### config.mk
export PLATFORM = sky130hd
export DESIGN_NAME = v3a_isqrt
export DESIGN_NICKNAME = d
export VERILOG_FILES = /design/src/hdl/v3a_pkg.sv /design/src/hdl/v3a_isqrt.sv
export SDC_FILE = /design/constraint.sdc
export NUM_CORES = 2
export LEC_CHECK = 0
export BUFFER_PORTS_ARGS = -buffer_cell sky130_fd_sc_hd__buf_4
export CAP_MARGIN = 20
export CORE_ASPECT_RATIO = 0.9
export CORE_UTILIZATION = 40
export CTS_BUF_LIST = sky130_fd_sc_hd__clkbuf_8
export DETAILED_ROUTE_END_ITERATION = 10
export PLACE_DENSITY = 0.65
export SLEW_MARGIN = 25
export SYNTH_ARGS = -nofsm -noshare
export SYNTH_HDL_FRONTEND = slang
export SYNTH_MEMORY_MAX_BITS = 65536
export SYNTH_SLANG_ARGS = --single-unit
export TNS_END_PERCENT = 20
### constraint.sdc
create_clock -name clk -period 3.6 [get_ports clk]
set_input_delay 0 -clock clk [delete_from_list [all_inputs] [get_ports clk]]
set_output_delay 0 -clock clk [all_outputs]
set_load 0.02 [all_outputs]
### src/hdl/v3a_pkg.sv
package v3a_pkg;

  localparam int DATA_W        = 32;
  localparam int MODE_W        = 3;
  localparam int FRAC_BITS_DEF = 16;
  localparam int MIN_NORM_W    = 17;
  localparam int NORM_IN_W     = 64;
  localparam int SQ_STAGES     = 32;
  localparam int CFG_ADDR_W    = 3;
  localparam int CFG_DATA_W    = 32;
  localparam int MAG_W         = 67;

  localparam logic [MIN_NORM_W-1:0] MIN_NORM_RST = 17'd1;
  localparam logic [CFG_ADDR_W-1:0] ADDR_MIN_NORM = 3'd0;

  typedef enum logic [MODE_W-1:0] {
    MODE_DOT, MODE_NORM, MODE_NORMALIZE, MODE_ADD,
    MODE_SUB, MODE_SCALE, MODE_CROSS, MODE_SKEW
  } mode_t;

  typedef struct packed {
    logic              sat;
    logic [DATA_W-1:0] val;
  } satval_t;

  // clip a sign-magnitude value to the signed 32-bit range
  function automatic satval_t sat_sm(input logic neg, input logic [MAG_W-1:0] mag);
    satval_t r;
    r.sat = 1'b0;
    if (neg) begin
      if (mag > MAG_W'(33'h080000000)) begin
        r.sat = 1'b1;
        r.val = 32'h80000000;
      end else begin
        r.val = ~mag[DATA_W-1:0] + 32'd1;
      end
    end else begin
      if (mag > MAG_W'(32'h7FFFFFFF)) begin
        r.sat = 1'b1;
        r.val = 32'h7FFFFFFF;
      end else begin
        r.val = mag[DATA_W-1:0];
      end
    end
    return r;
  endfunction

endpackage

### src/hdl/v3a_isqrt.sv
module v3a_isqrt (
  input  logic        clk,
  input  logic        en,
  input  logic [63:0] val,
  output logic [31:0] root
);

  localparam int N = v3a_pkg::SQ_STAGES;

  logic [35:0] rem_r   [N];
  logic [31:0] root_r  [N];
  logic [63:0] v_r     [N];
  logic [35:0] rem_nxt [N];
  logic [31:0] root_nxt[N];
  logic [63:0] v_nxt   [N];

  // one result bit per stage, two radicand bits brought down each time
  always_comb begin
    logic [35:0] pr;
    logic [31:0] pq;
    logic [63:0] pv;
    logic [35:0] sh;
    logic [35:0] trial;
    logic        ge;
    for (int k = 0; k < N; k++) begin
      if (k == 0) begin
        pr = '0;
        pq = '0;
        pv = val;
      end else begin
        pr = rem_r[k-1];
        pq = root_r[k-1];
        pv = v_r[k-1];
      end
      sh          = {pr[33:0], pv[63:62]};
      trial       = {2'b00, pq, 2'b01};
      ge          = (sh >= trial);
      rem_nxt[k]  = ge ? (sh - trial) : sh;
      root_nxt[k] = {pq[30:0], ge};
      v_nxt[k]    = {pv[61:0], 2'b00};
    end
  end

  always_ff @(posedge clk) begin
    if (en) begin
      for (int k = 0; k < N; k++) begin
        rem_r[k]  <= rem_nxt[k];
        root_r[k] <= root_nxt[k];
        v_r[k]    <= v_nxt[k];
      end
    end
  end

  assign root = root_r[N-1];

endmodule

==> flow_metrics.env <==
export IMPL_status="completed"
export IMPL_intPower_mw=57.69
export IMPL_grt_total_usage_pct=16.55
export IMPL_ir_drop_mv=0.3713
export IMPL_crit_type="reg -> reg"
export IMPL_p_comb_share_pct=21.6
export IMPL_cp_arrival_ns=4.29
export IMPL_firstDrtPassIters=6
export IMPL_crit_chain="inv_1, ha_1, or3_1, o22ai_2, o21ai_0, a311o_1, a41oi_1, buf_4, o311ai_1, a221oi_1, xor2_1, a21oi_1"
export IMPL_fp_dieH_um=517.8
export IMPL_max_freq_ghz=0.2840
export IMPL_coreArea_um2=294400
export IMPL_insertion_delay_ns=1.06
export IMPL_power_density_nw_per_um2=605.1
export IMPL_grt_pass1_vias=73120
export IMPL_die_area_um2=297800
export IMPL_synthTopCellsByArea="edfxtp_1 (64%), ha_1 (5.9%), xnor2_1 (3.1%)"
export IMPL_final_setup_tns_ns=0
export IMPL_cts_tree="yes"
export IMPL_dpl_hpwl_um=179600
export IMPL_fin_worst_skew_ns=0.1106
export IMPL_final_antenna_net_count=0
export IMPL_post_drt_wl_per_cell_um=17.81
export IMPL_hold_viol=0
export IMPL_fin_crit_ns=3.521
export IMPL_ys_flop_type="edfxtp_1"
export IMPL_required_ns=4.37
export IMPL_avgSynthCellArea_um2=12.83
export IMPL_yosysUniqueCellTypes=107
export IMPL_rsz0062_at_grt="yes"
export IMPL_area_growth_pct=14.54
export IMPL_syn_nets=9847
export IMPL_grt_first_pass_wirelength_um=398500
export IMPL_path_clk_slew_ns=0.06
export IMPL_gp_congestion=0.9240
export IMPL_holdCritPathClass="in -> reg"
export IMPL_yosys_warnings=0
export IMPL_dp_slack_ns=-0.2706
export IMPL_power_switching_mw=24.26
export IMPL_holdWs_ns=0.2143
export IMPL_end_kind="flip-flop"
export IMPL_viasPerCell=5.200
export IMPL_power_total_mw=81.95
export IMPL_synth_cells=9219
export IMPL_yosysTopAreaCellShare_pct=64.07
export IMPL_synth_edf_count=2523
export IMPL_slowest_stage="edfxtp_1"
export IMPL_fin_nets=10580
export IMPL_synthArstFlopShare_pct=0
export IMPL_portBuffers=97
export IMPL_antenna_found_initial=4
export IMPL_cp_slowest_stage_delay_ns=0.44
export IMPL_setup_violations_final=0
export IMPL_pwr_share_seq_pct=48.3
export IMPL_synth_top_cell_by_area="edfxtp_1"
export IMPL_clockBufferDepth=4
export IMPL_drc=0
export IMPL_swShare_pct=29.60
export IMPL_yosysSeqAreaShare_pct=64.07
export IMPL_num_rows=189
export IMPL_worst_slew_pin_slew_ns=0.9688
export IMPL_cp_max_fo=5
export IMPL_routed_wl_um=252900
export IMPL_start_kind="flip-flop"
export IMPL_cts_sinks=2523
export IMPL_drive_above_1_share_pct=10.66
export IMPL_vias=73850
export IMPL_syn_area_um2=118200
export IMPL_synth_ff_latch_count=2523
export IMPL_die_w_um=575.1
export IMPL_slew_viol_final=0
export IMPL_start_util_pct=40.16
export IMPL_cts_max_level=5
export IMPL_cap_violations=0
export IMPL_relSlewSlack_pct=35.41
export IMPL_ff2ff_setup_slack_ns=0.08
export IMPL_io_pins=98
export IMPL_grt_max_degree=125
export IMPL_p_clk_share_pct=30.2
export IMPL_grt_overflow_total=0
export IMPL_clockRootBuffer="clkbuf_8"
export IMPL_setup_slack_ns=0.07942
export IMPL_fin_crit_sh_pct=97.79
export IMPL_p_leak_nw=51.88
export IMPL_drt_iter0_drc=5901
export IMPL_cts_inserted_buffers=415
worst paths after layout:
| path | startpoint | endpoint | depth (start not counted) |
|---|---|---|---|
| min reg2reg | v_r[0][911] | v_r[0][975] | 0 |
| min | val[52] | v_r[0][52] | 3 |
| max | root_r[1][417] | rem_r[1][531] | 12 |
| max reg2reg | root_r[1][417] | rem_r[1][531] | 12 |
what timing repair did:
item | in CTS | in global routing
setup endpoints to repair | 2 | 116
hold buffers | 130 | 0
pin swaps | 0 | 6
setup buffers | 0 | 6
resized for setup | 2 | 36
endpoints found under the hold margin | 1810 | 0
cells by family after synthesis:
family                   Yosys count  synth area share, %
XOR/XNOR                         833                6.176
AND/OR/NAND/NOR                 2463                10.43
flip-flops                      2523                64.07
multiplexers                      51               0.4867
adder cells (fa/ha/maj)          562                5.947
buffers and inverters            899                2.911
other                              1             0.003171
AO/OA/AOI/OAI                   1887                9.976
cell usage after synthesis (all sizes together), types with 36 or more instances:
cell type,instances
mux2,43
nor2,539
nand2,682
a31oi,64
o21a,103
nor4,128
edfxtp,2523
nor3,221
or2,45
xnor2,424
xor2,409
or3,94
and3,52
o21ai,500
a211oi,59
o21bai,51
nand4,104
nand2b,140
o31ai,72
inv,707
a21o,225
a21oi,543
ha,562
o211ai,46
or4,62
nor2b,75
nand3,168
and2,36
clkbuf,162
metrics by stage:
stage | util (%) | instances | area [um2]
global route | 46.00 | 14200 | 135400
CTS | 45.93 | 14190 | 135200
finish | 46.00 | 14200 | 135400
global placement | 42.74 | 13310 | 125800
floorplan | - | 9219 | 118200
detailed placement | 42.74 | 13310 | 125800
cells in the final DEF (no fill, tap or decap), types with 130 or more instances in the layout:
master	synthesis	final
buf_4	1	325
clkbuf_8	0	416
nand2b_1	136	136
xnor2_1	423	423
o21ai_0	498	495
inv_1	705	817
nor2_1	537	535
nor3_1	217	212
edfxtp_1	2523	2523
ha_1	562	562
a21oi_1	536	533
nand2_1	682	682
dlygate4sd3_1	0	130
xor2_1	409	409
a21o_1	225	225
nand3_1	168	167
layout make-up:
type / instances / area, um2
antenna: 1 / 2.502
clock buffer: 416 / 5725
clock inverter: 333 / 2379
fill: 26090 / 159000
inverter: 709 / 2674
multi-input combinational: 5797 / 39260
sequential: 2523 / 75760
tap: 3915 / 4898
timing repair buffer: 506 / 4735
power by group through the flow:
stage	Clock (mW)	Sequential [mW]	Combinational, mW
2_1_floorplan	0	39.0	12.3
3_3_place_gp	0	40.1	17.0
3_5_place_dp	0	40.1	17.3
4_1_cts	25.7	39.6	17.5
5_1_grt	26.8	39.9	19.6
6_report	24.7	39.6	17.7
state kept, by name (all words and copies together), names as in the netlist:
name and flops:
rem_r 1003, v_r 992, root_r 528
critical path, delay by kind of cell (launching register included):
kind | cells | cell delay (ns)
flops | 1 | 0.44
fa+ha+maj | 1 | 0.27
simple gates | 1 | 0.40
compound gates | 7 | 1.70
xor+xnor | 1 | 0.18
buf+inv | 2 | 0.25
routing by layer:
layer  up-vias  part of all wire (%)  global-route usage [%]
met5         -                     0                       0
met4         0                   3.0                   5.601
met1     35700                    44                   21.61
met3       531                   4.6                   2.364
met2      1854                    48                   28.19
li1      35760                     -                       -
(Power assumes the default switching activity.)
